## src/hw/rtl/tust_pkg.sv

```systemverilog
`timescale 1ns / 1ps
// ----------------------------------------------------------------------------
// tust_pkg: shared types and codes of the tagged usage statistics table
// Holds the operation and status codes, the field widths of the item channels
// and the control word that travels down the cell chain.
// ----------------------------------------------------------------------------
package tust_pkg;

    localparam int OP_W   = 3;
    localparam int TAG_W  = 16;
    localparam int SIZE_W = 32;
    localparam int STAT_W = 2;
    localparam int CNT_W  = 48;

    typedef enum logic [OP_W-1:0] {
        OP_ALLOC   = 3'd0,
        OP_FREE    = 3'd1,
        OP_QRY_TAG = 3'd2,
        OP_QRY_GLB = 3'd3,
        OP_CLR_TAB = 3'd4,
        OP_CLR_GLB = 3'd5
    } t_op;

    typedef enum logic [STAT_W-1:0] {
        ST_OK        = 2'd0,
        ST_UNTAGGED  = 2'd1,
        ST_NOT_FOUND = 2'd2,
        ST_FULL      = 2'd3
    } t_status;

    // Control word of one item walking the chain
    typedef struct packed {
        logic vld;    // token present
        logic upd;    // allocate or free on a nonzero tag, tracking on
        logic qry;    // tag query on a nonzero tag
        logic clr;    // clear the whole table
        logic alloc;  // allocate (else free) when upd
        logic hit;    // a cell already served the item
    } t_ctl;

endpackage

```

## src/hw/rtl/tust_cell.sv

```systemverilog
`timescale 1ns / 1ps
// ----------------------------------------------------------------------------
// tust_cell: one slot of the per-tag table
// Holds one tag and its four counters; serves the passing item when the tag
// matches, or claims the slot for an allocate when it is unused, then hands the item on.
// ----------------------------------------------------------------------------
module tust_cell #(
    parameter int TAG_BITS   = 16,
    parameter int COUNT_BITS = 48
) (
    input  logic                          i_clk,
    input  logic                          i_rst_n,
    input  tust_pkg::t_ctl                i_ctl,
    input  logic [TAG_BITS-1:0]           i_tag,
    input  logic [COUNT_BITS-1:0]         i_size,
    input  logic [tust_pkg::STAT_W-1:0]   i_status,
    input  logic [COUNT_BITS-1:0]         i_cur,
    input  logic [COUNT_BITS-1:0]         i_peak,
    input  logic [COUNT_BITS-1:0]         i_alc,
    input  logic [COUNT_BITS-1:0]         i_fre,
    output tust_pkg::t_ctl                o_ctl,
    output logic [TAG_BITS-1:0]           o_tag,
    output logic [COUNT_BITS-1:0]         o_size,
    output logic [tust_pkg::STAT_W-1:0]   o_status,
    output logic [COUNT_BITS-1:0]         o_cur,
    output logic [COUNT_BITS-1:0]         o_peak,
    output logic [COUNT_BITS-1:0]         o_alc,
    output logic [COUNT_BITS-1:0]         o_fre
);

    logic [TAG_BITS-1:0]   r_tag, n_tag;
    logic [COUNT_BITS-1:0] r_cur, n_cur, r_peak, n_peak, r_alc, n_alc, r_fre, n_fre;
    tust_pkg::t_ctl        r_ctl, n_ctl;
    logic [TAG_BITS-1:0]   r_otag;
    logic [COUNT_BITS-1:0] r_osize, r_ocur, r_opeak, r_oalc, r_ofre;
    logic [tust_pkg::STAT_W-1:0] r_ostat;
    logic [COUNT_BITS-1:0] n_ocur, n_opeak, n_oalc, n_ofre;
    logic [tust_pkg::STAT_W-1:0] n_ostat;
    logic                  w_live, w_match, w_claim, w_serve;

    // Used slots always form a prefix, so reaching an unused slot means a miss
    assign w_live  = i_ctl.vld && !i_ctl.hit;
    assign w_match = w_live && (i_ctl.upd || i_ctl.qry) && (r_tag == i_tag) && (r_tag != '0);
    assign w_claim = w_live && i_ctl.upd && i_ctl.alloc && (r_tag == '0);
    assign w_serve = w_match || w_claim;

    always_comb begin
        n_tag   = r_tag;
        n_cur   = r_cur;
        n_peak  = r_peak;
        n_alc   = r_alc;
        n_fre   = r_fre;
        n_ctl   = i_ctl;
        n_ostat = i_status;
        n_ocur  = i_cur;
        n_opeak = i_peak;
        n_oalc  = i_alc;
        n_ofre  = i_fre;
        if (i_ctl.vld && i_ctl.clr) begin
            n_tag  = '0;
            n_cur  = '0;
            n_peak = '0;
            n_alc  = '0;
            n_fre  = '0;
        end else if (w_serve) begin
            if (w_claim) begin
                n_tag  = i_tag;
                n_cur  = '0;
                n_peak = '0;
                n_alc  = '0;
                n_fre  = '0;
            end
            if (i_ctl.upd) begin
                if (i_ctl.alloc) begin
                    n_cur  = n_cur + i_size;
                    n_alc  = n_alc + COUNT_BITS'(1);
                    if (n_cur > n_peak) begin
                        n_peak = n_cur;
                    end
                end else begin
                    n_cur = n_cur - i_size;
                    n_fre = n_fre + COUNT_BITS'(1);
                end
            end
            n_ctl.hit = 1'b1;
            n_ostat   = tust_pkg::ST_OK;
            n_ocur    = n_cur;
            n_opeak   = n_peak;
            n_oalc    = n_alc;
            n_ofre    = n_fre;
        end
    end

    always_ff @(posedge i_clk) begin
        if (!i_rst_n) begin
            r_tag  <= '0;
            r_cur  <= '0;
            r_peak <= '0;
            r_alc  <= '0;
            r_fre  <= '0;
            r_ctl  <= '0;
        end else begin
            r_tag  <= n_tag;
            r_cur  <= n_cur;
            r_peak <= n_peak;
            r_alc  <= n_alc;
            r_fre  <= n_fre;
            r_ctl  <= n_ctl;
        end
    end

    always_ff @(posedge i_clk) begin
        r_otag  <= i_tag;
        r_osize <= i_size;
        r_ostat <= n_ostat;
        r_ocur  <= n_ocur;
        r_opeak <= n_opeak;
        r_oalc  <= n_oalc;
        r_ofre  <= n_ofre;
    end

    assign o_ctl    = r_ctl;
    assign o_tag    = r_otag;
    assign o_size   = r_osize;
    assign o_status = r_ostat;
    assign o_cur    = r_ocur;
    assign o_peak   = r_opeak;
    assign o_alc    = r_oalc;
    assign o_fre    = r_ofre;

endmodule

```

## config.mk

```make
export PLATFORM = sky130hd
export DESIGN_NAME = tust_cell
export DESIGN_NICKNAME = d
export VERILOG_FILES = /design/src/hw/rtl/tust_pkg.sv /design/src/hw/rtl/tust_cell.sv
export SDC_FILE = /design/constraint.sdc
export NUM_CORES = 1
export LEC_CHECK = 0
export BUFFER_PORTS_ARGS = -buffer_cell sky130_fd_sc_hd__buf_4
export CAP_MARGIN = 25
export CORE_MARGIN = 4
export CORE_UTILIZATION = 55
export CTS_BUF_LIST = sky130_fd_sc_hd__clkbuf_2 sky130_fd_sc_hd__clkbuf_4 sky130_fd_sc_hd__clkbuf_8
export DETAILED_ROUTE_END_ITERATION = 10
export HOLD_SLACK_MARGIN = 0.02
export PLACE_DENSITY_LB_ADDON = 0.2
export SYNTH_ARGS = -nofsm -noshare
export SYNTH_HDL_FRONTEND = slang
export SYNTH_SLANG_ARGS = --single-unit
```

## constraint.sdc

```tcl
create_clock -name i_clk -period 14.65 [get_ports i_clk]
set_input_delay 2.1975 -clock i_clk [delete_from_list [all_inputs] [get_ports i_clk]]
set_output_delay 2.1975 -clock i_clk [all_outputs]
set_load 0.05 [all_outputs]
```

---- Word level (Yosys, flattened, before mapping) ----
Cells that the tools add are included.
cells by class
  add/subtract/negate cells ............... 4
  multiply operators ...................... 0
  div/mod/pow operators ................... 0
  magnitude comparators ................... 1
  eq/ne operators ......................... 1
  shift operators ......................... 0
  mux-type cells .......................... 33
  bitwise gates (word level) .............. 1
  reductions and logical operators ........ 15
operators with widths
  cell                                                             number
  48-bit 2-to-1 mux                                                29
  48-bit by 1-bit adder with 48-bit output, second input constant  2
  48-bit adder                                                     1
  48-bit greater-than comparator                                   1
  48-bit subtractor                                                1
  16-bit equality test                                             1
  16-bit logical NOT                                               1
  16-bit nonzero test                                              1
  1-bit logical AND                                                8
  2-bit 2-to-1 mux                                                 2
  1-bit logical OR                                                 2
  1-bit 2-to-1 mux                                                 2
  2-bit AND reduction                                              1
  2-bit OR reduction                                               1
  1-bit logical NOT                                                1
  1-bit NOT                                                        1
storage, ports and cells
  register bits after elaboration ......... 472
  latch bits .............................. 0
  RAM bits ................................ 0
  ROM bits ................................ 0
  input port bits ......................... 266
  output and inout port bits .............. 264
  word-level logic and storage cells ...... 73
  memories kept ........................... 0

---- Logic depth before layout (Yosys ltp) ----
Gate-level depths: netlist of run 1.
  word-level depth ........................ 15
  mapped depth ............................ 37
  depth with buffers taken out ............ 29

---- Worst setup path before layout of run 1 ----
OpenSTA, ideal clock, no wires.
  kind .................................... input -> register
  start point ............................. input port i_ctl[1] (netlist bit)
  end point ............................... register r_opeak[33] (netlist: o_peak[33])
  library setup time ...................... 114 ps
  data arrival time ....................... 9104 ps
  data required time ...................... 14536 ps
  slack ................................... 5432 ps
  cell stages on the path ................. 36
  buffers on the path ..................... 8
  cells stage by stage .................... buf_2 > and2_1 > nand3b_1 > or2_2 > buf_2 > clkbuf_1 > clkbuf_1 > buf_1 > clkbuf_1 > nand2_1 > inv_1 > ha_1 > inv_1 > fa_1 > o21ba_1 > or4_4 > a21boi_4 > o21ai_2 > o41ai_4 > nand3_1 > a211oi_2 > o41ai_2 > xor2_1 > ha_1 > nand2_1 > nor2_1 > nand4_1 > or3_1 > a31oi_1 > nor3_2 > nor3_1 > clkbuf_1 > clkbuf_1 > o21ai_0 > a21oi_1 > nor2_1
between the ends
  word-level cells in the longest chain between the ends .. 12
  elaborated cells on any way between the ends .. 16
ends and longest elaborated chain
  what                             RTL line          RTL
  start: declaration               tust_cell.sv:13   input tust_pkg::t_ctl i_ctl,
  1-bit logical AND (2 in series)  tust_cell.sv:44   assign w_claim = w_live && i_ctl.upd && i_ctl.alloc && (r_tag == '0);
  48-bit 2-to-1 mux                tust_cell.sv:66   if (w_claim) begin
  48-bit 2-to-1 mux                tust_cell.sv:65   end else if (w_serve) begin
  48-bit 2-to-1 mux                tust_cell.sv:59   if (i_ctl.vld && i_ctl.clr) begin
  48-bit adder                     tust_cell.sv:75   n_cur = n_cur + i_size;
  48-bit greater-than comparator   tust_cell.sv:77   if (n_cur > n_peak) begin
  48-bit 2-to-1 mux                tust_cell.sv:77
  48-bit 2-to-1 mux                tust_cell.sv:74   if (i_ctl.alloc) begin
  48-bit 2-to-1 mux                tust_cell.sv:73   if (i_ctl.upd) begin
  48-bit 2-to-1 mux (*)            tust_cell.sv:65
  48-bit 2-to-1 mux (*)            tust_cell.sv:59
  net n_opeak[33]                  tust_cell.sv:37   logic [COUNT_BITS-1:0] n_ocur, n_opeak, n_oalc, n_ofre;
  end signal: assignment           tust_cell.sv:117  r_opeak <= n_opeak;
  end: declaration                 tust_cell.sv:35   logic [COUNT_BITS-1:0] r_osize, r_ocur, r_opeak, r_oalc, r_ofre;
The timed path passes the listed nets; every way through them passes the cells marked *. The select of a mux whose other input is x is not followed.
A chain may end at the register's enable or synchronous reset.

---- Worst setup path in the final report of run 1 ----
  start point ............................. input port i_ctl[1] (netlist bit)
  end point ............................... register r_peak[3]
between the ends
  word-level cells in the longest chain between the ends .. 10
  elaborated cells on any way between the ends .. 14
ends and longest elaborated chain
  what                             RTL line          RTL
  1-bit logical AND (2 in series)  tust_cell.sv:44
  48-bit 2-to-1 mux                tust_cell.sv:66
  48-bit 2-to-1 mux                tust_cell.sv:65
  48-bit 2-to-1 mux                tust_cell.sv:59
  48-bit adder                     tust_cell.sv:75
  48-bit greater-than comparator   tust_cell.sv:77
  48-bit 2-to-1 mux                tust_cell.sv:77
  48-bit 2-to-1 mux                tust_cell.sv:74
  48-bit 2-to-1 mux                tust_cell.sv:73
  end signal: assignment           tust_cell.sv:105  r_peak <= n_peak;
  end: declaration                 tust_cell.sv:32   logic [COUNT_BITS-1:0] r_cur, n_cur, r_peak, n_peak, r_alc, n_alc, r_fre, n_fre;
Several ways; a longest one is shown, not always the timed one. The select of a mux whose other input is x is not followed.

==> results.txt, run 1 <==
status -> complete, no violations
Worst Hold Depth -> 2
area leader, netlist -> dfxtp_1
Synth area leaders -> dfxtp_1, ha_1, nand2_1
Layout Area Growth over Synthesis -> 22.9%
# port buffers -> 529
n_diodes -> 0
post_cts resized -> 0
Slowest cell on crit path -> a211oi_1
root buf cell -> clkbuf_8
vias in the first global route -> 23884
Critical Path Max Stage Delay -> 740 ps
die area -> 0.0510 mm^2
r2r setup slk -> 5970 ps
first-pass GRT wire length -> 130 mm
Synth Cell Area -> 0.0261 mm^2
RSZ-0062 raised after global routing -> no
Vias per Instance -> 5.72
# clock sinks -> 472
WP data arrival -> 10770 ps
Max clock buf depth -> 3
Worst-Margin Slew -> 984 ps
synth warn -> 0
Final HPWL DP -> 63.7 mm
Detail Route Antenna Nets -> 0
critical path data required time -> 15250 ps
layout cell share with drive strength beyond 1 -> 19.8%
Synthesized Nets -> 3737
Syn Area/Cell -> 7.85 um^2
Syn Inst Count -> 3325
Achievable Freq -> 0.0983 GHz
final setup TNS -> 0 ps
hold path startpoint -> r_peak[19]
Power per Cell Area -> 101 mW/mm^2
die height -> 226 um
core area -> 0.0468 mm^2
Yosys reg bits -> 472
vias -> 25344
Top FF cell, synth -> dfxtp_1
Clock Skews -> 32.5 ps
largest net degree at the start of global routing -> 95
Slew headroom -> 32.7%
CP max FO -> 68
CP bufs+invs -> 4
Setup Fix Bufs, Post-CTS -> 0
top cells by count, synth -> dfxtp_1, nand2_1, nor2_1
Worst-Skew Late Latency -> 690 ps
top cell type's share of synthesized area -> 36.2%
crit path launch type -> input port
most frequent CP cell -> buf_4
Synth cell types -> 90
leakage -> 13.8 nW
nets -> 4171
most common cell in the netlist -> dfxtp_1
initial antenna violation count -> 0
final hold violations -> 0
Final setup viols -> 0
H-tree depth -> 3
I/O pin count -> 530
Routability Congestion -> 1.03
Async S/R FF share, synth -> 0%
DRC viols -> 0
CTS buffer count -> 79
Post-Route WL -> 85.2 mm
Max-cap violations -> 0
reg2reg end -> r_peak[3]
period utilization -> 69.4%
sequential cell area fraction in the yosys report -> 36.2%
Worst R2R Start -> r_tag[7]
Die Wd -> 226 um
design area -> 0.0321 mm^2
final global-route overflow total -> 0
Tightest Hold Check Type -> reg -> reg
final slew viol count -> 0
Clock transition at path regs -> 70 ps
Site Rows -> 79
gr usage total -> 31.6%
DR WL/cell -> 19.2 um
DRT Pass-1 Iters -> 5
drt first-iter violations -> 2432
initial cell density of the core -> 55.8%
Post-synth EDFFs -> 0
CTS tree -> yes
critical path type -> in -> reg
Crit path max-delay family -> compound AO/OA/AOI/OAI gates
minimum clock period -> 10170 ps
Worst setup EP type -> flip-flop
VDD IR max -> 0.0756 mV
Hold Buf Count CTS -> 0
hold endpoint -> r_peak[19]
R2R depth -> 29
Placement Cell Area -> 0.0303 mm^2
[state kept, by name (all words and copies together) (netlist names)]
register,cells
r_cur,48
r_peak,48
o_alc,48
o_ctl,6
r_fre,48
o_fre,48
o_cur,48
o_size,48
r_tag,16
o_status,2
o_peak,48
o_tag,16
r_alc,48
[per-stage QoR]
| stage | std cells | setup slack, ps | power (mW) | hold WS, ps | util [%] |
|---|---|---|---|---|---|
| 6_report | 4430 | 4480 | 3.25 | 449 | 68.6 |
| 5_1_grt | 4430 | 4050 | 3.37 | 463 | 68.6 |
| 4_1_cts | 4430 | 4630 | 3.27 | 452 | 68.6 |
| 3_5_place_dp | 4285 | 3890 | 1.95 | 442 | 64.7 |
| 3_3_place_gp | 4285 | 4110 | 1.95 | 434 | 64.7 |
| 2_1_floorplan | 3325 | 5430 | 1.74 | 427 | - |
[worst max-delay path by stage]
stage             start    endpoint  slack, ps  depth (start not counted)
3_3_place_gp   i_ctl[1]   r_peak[8]       4110                         30
4_1_cts        i_ctl[1]   r_peak[3]       4630                         30
5_1_grt        i_ctl[1]  r_peak[13]       4050                         30
6_report       i_ctl[1]   r_peak[3]       4480                         30
3_5_place_dp   i_ctl[1]  r_peak[16]       3890                         30
2_1_floorplan  i_ctl[1]  o_peak[33]       5430                         36
[cell families after synthesis]
logic type               share of synthesized area (%)
AO/OA/AOI/OAI                                     20.5
XOR/XNOR                                          8.35
adder cells (fa/ha/maj)                           7.06
buffers and inverters                             4.87
flip-flops                                        36.2
multiplexers                                      1.41
AND/OR/NAND/NOR                                   21.6
[cell usage in the layout, fill, tap and decap left out, drive strengths merged, types with 24 or more instances in the layout]
cell / count
a211oi: 37
a21o: 55
a21oi: 305
a22oi: 34
and2: 75
buf: 552
clkbuf: 122
dfxtp: 472
ha: 144
inv: 116
mux2i: 29
nand2: 456
nand3: 81
nand4: 61
nor2: 348
nor3: 40
nor4: 24
o21ai: 273
o21bai: 30
o31ai: 34
or3: 37
xnor2: 147
xor2: 102
[routing by layer]
metal  share of wire, %  vias to the layer above  GRT usage (%)
met4                3.2                        0           11.0
met5                  0                        -              0
met3                7.3                      176           5.50
li1                   -                    12378              -
met2                 48                     1040           53.6
met1                 42                    11750           40.6
[worst min-delay path: stages (launching register included)]
cell,delay [ps]
dfxtp_1,310
nand2_1,50
a21oi_1,50
[where the power goes]
| part | internal [mW] | total [mW] | switching (mW) |
|---|---|---|---|
| Combinational | 0.189 | 0.579 | 0.390 |
| Sequential | 1.33 | 1.35 | 0.0155 |
| Clock | 0.766 | 1.32 | 0.558 |
[area by class of cell]
cell class                 count  area (um^2)
sequential                   472         9450
multi-input combinational   2534        15500
clock buffer                 122         1500
clock inverter                23          315
tap                          607          759
timing repair buffer         552         4140
fill                        4033        14700
inverter                     120          450
No activity file was read; power rests on OpenSTA's default activity.
==> run 2: changes to the inputs <==
--- a/config.mk
+++ b/config.mk
@@ -8,7 +8,7 @@
 export BUFFER_PORTS_ARGS = -buffer_cell sky130_fd_sc_hd__buf_4
 export CAP_MARGIN = 25
 export CORE_MARGIN = 4
-export CORE_UTILIZATION = 55
+export CORE_UTILIZATION = 52
 export CTS_BUF_LIST = sky130_fd_sc_hd__clkbuf_2 sky130_fd_sc_hd__clkbuf_4 sky130_fd_sc_hd__clkbuf_8
 export DETAILED_ROUTE_END_ITERATION = 10
 export HOLD_SLACK_MARGIN = 0.02
==> constraint.sdc (replaced) <==
create_clock -name i_clk -period 8.7 [get_ports i_clk]
set_input_delay 1.305 -clock i_clk [delete_from_list [all_inputs] [get_ports i_clk]]
set_output_delay 1.305 -clock i_clk [all_outputs]
set_load 0.05 [all_outputs]
==> results.txt, run 2 (synthesis results as in run 1) <==
status -> complete, no violations
Slew headroom -> 22.5% (-10 points)
Final setup viols -> 0 (unchanged)
I/O pin count -> 530 (unchanged)
worst setup margin -> 713 ps (-3770 ps)
Worst setup EP type -> flip-flop
vias in the first global route -> 24115 (+0.97%)
Cell Count, Final, Fillers Out -> 4519 (+2.0%)
# clock sinks -> 472 (unchanged)
Critical Path Max Stage Delay -> 630 ps (-110 ps)
leakage -> 14.0 nW (+1.1%)
CP max FO -> 66 (-2.9%)
final hold violations -> 0 (unchanged)
fillers -> 4321 (+7.1%)
Slowest cell on crit path -> buf_4
final hold slack -> 449 ps (-0.203 ps)
Power per Cell Area -> 170 mW/mm^2 (+67%)
Layout Area Growth over Synthesis -> 24.1%
die height -> 232 um (+2.7%)
final slew viol count -> 0 (unchanged)
Final HPWL DP -> 65.4 mm (+2.6%)
initial antenna violation count -> 0 (unchanged)
Achievable Freq -> 0.125 GHz
Site Rows -> 81 (+2.5%)
Routability Congestion -> 1.04 (+0.76%)
Final Util -> 65.8% (-2.8 points)
critical path type -> reg -> reg
Hold Buf Count CTS -> 0 (unchanged)
post_cts resized -> 0 (unchanged)
DR WL/cell -> 19.3 um (+0.60%)
die area -> 0.0538 mm^2 (+5.6%)
area occupied by multi-input gates -> 0.0155 mm^2 (about the same)
DRC viols -> 0 (unchanged)
CTS buffer count -> 80 (+1.3%)
placed cells -> 4371 (+2.0%)
Setup Fix Bufs, Post-CTS -> 0 (unchanged)
Detail Route Antenna Nets -> 0 (unchanged)
Worst-Margin Slew -> 1130 ps (+148 ps)
vias -> 25539 (+0.77%)
Max clock buf depth -> 3 (unchanged)
CTS tree -> yes
RSZ-0062 raised after global routing -> no
gr usage total -> 30.9% (-0.73 points)
DRT Pass-1 Iters -> 5 (unchanged)
layout cell share with drive strength beyond 1 -> 20.4% (+0.65 points)
# port buffers -> 529 (unchanged)
critical path data required time -> 9240 ps (-6010 ps)
core area -> 0.0493 mm^2 (+5.3%)
most frequent cells in the layout -> buf_4, dfxtp_1, nand2_1, nor2_1, a21oi_1
crit path launch type -> flip-flop
Max-cap violations -> 0 (unchanged)
Clock transition at path regs -> 60 ps (about the same)
Reg area -> 0.00945 mm^2 (unchanged)
most frequent CP cell -> nand4_1
initial cell density of the core -> 53.0% (-2.8 points)
nets -> 4201 (+0.72%)
first-pass GRT wire length -> 133 mm (+2.2%)
Post-Route WL -> 87.4 mm (+2.6%)
largest net degree at the start of global routing -> 110 (+16%)
most common cell after layout, fill and taps aside -> buf_4
H-tree depth -> 3 (unchanged)
Clock Skews -> 33.4 ps (+0.924 ps)
Worst-Skew Late Latency -> 690 ps (about the same)
Vias per Instance -> 5.65 (-1.2%)
final global-route overflow total -> 0 (unchanged)
VDD IR max -> 0.187 mV (+150%)
minimum clock period -> 7990 ps
WP data arrival -> 8530 ps (-2240 ps)
Place WS -> 224 ps (-3660 ps)
Tightest Hold Check Type -> reg -> reg
period utilization -> 91.8%
drt first-iter violations -> 2266 (-6.8%)
root buf cell -> clkbuf_8
Die Wd -> 232 um (+2.7%)
final setup TNS -> 0 ps (unchanged)
run 2: layout make-up:
type | count | area share (%)
Antenna cell | 1 | 0.00772
Clock inverter | 27 | 0.869
Multi-Input combinational cell | 2534 | 47.7
Inverter | 120 | 1.39
Timing Repair Buffer | 581 | 13.5
Sequential cell | 472 | 29.2
Clock buffer | 120 | 4.77
Tap cell | 664 | 2.56
run 2: metal layers:
layer,routed length [um],up-vias,track usage (%)
met3,7220,201,6.93
li1,-,12417,-
met2,40800,1103,51.6
met1,36500,11818,39.7
met4,2940,0,10.0
met5,0,-,0
run 2: stage by stage:
stage	area (um^2)	total power, mW
after floorplan	26100	2.93
after global placement	30600	3.30
after detailed placement	30600	3.30
after CTS	32400	5.53
after global routing	32400	5.71
final	32400	5.50
run 2: worst max-delay path, delay by kind of cell (launching register included):
| kind | cells | cell delay, ps |
|---|---|---|
| xor+xnor | 1 | 180 |
| compound gates | 9 | 2960 |
| fa+ha+maj | 2 | 720 |
| simple gates | 12 | 2860 |
| flops | 1 | 330 |
| buf+inv | 2 | 760 |
run 2: final timing paths:
check	start	end	slack, ps	cells after the start
hold / removal	r_peak[19]	r_peak[19]	450	2
setup reg to reg	r_tag[7]	o_peak[35]	710	26
hold reg to reg	r_peak[19]	r_peak[19]	450	2
setup / recovery	r_tag[7]	o_peak[35]	710	26
run 2: power breakdown:
part | switching [mW] | internal [mW]
Combinational | 0.664 | 0.325
Sequential | 0.0303 | 2.25
Clock | 0.960 | 1.27
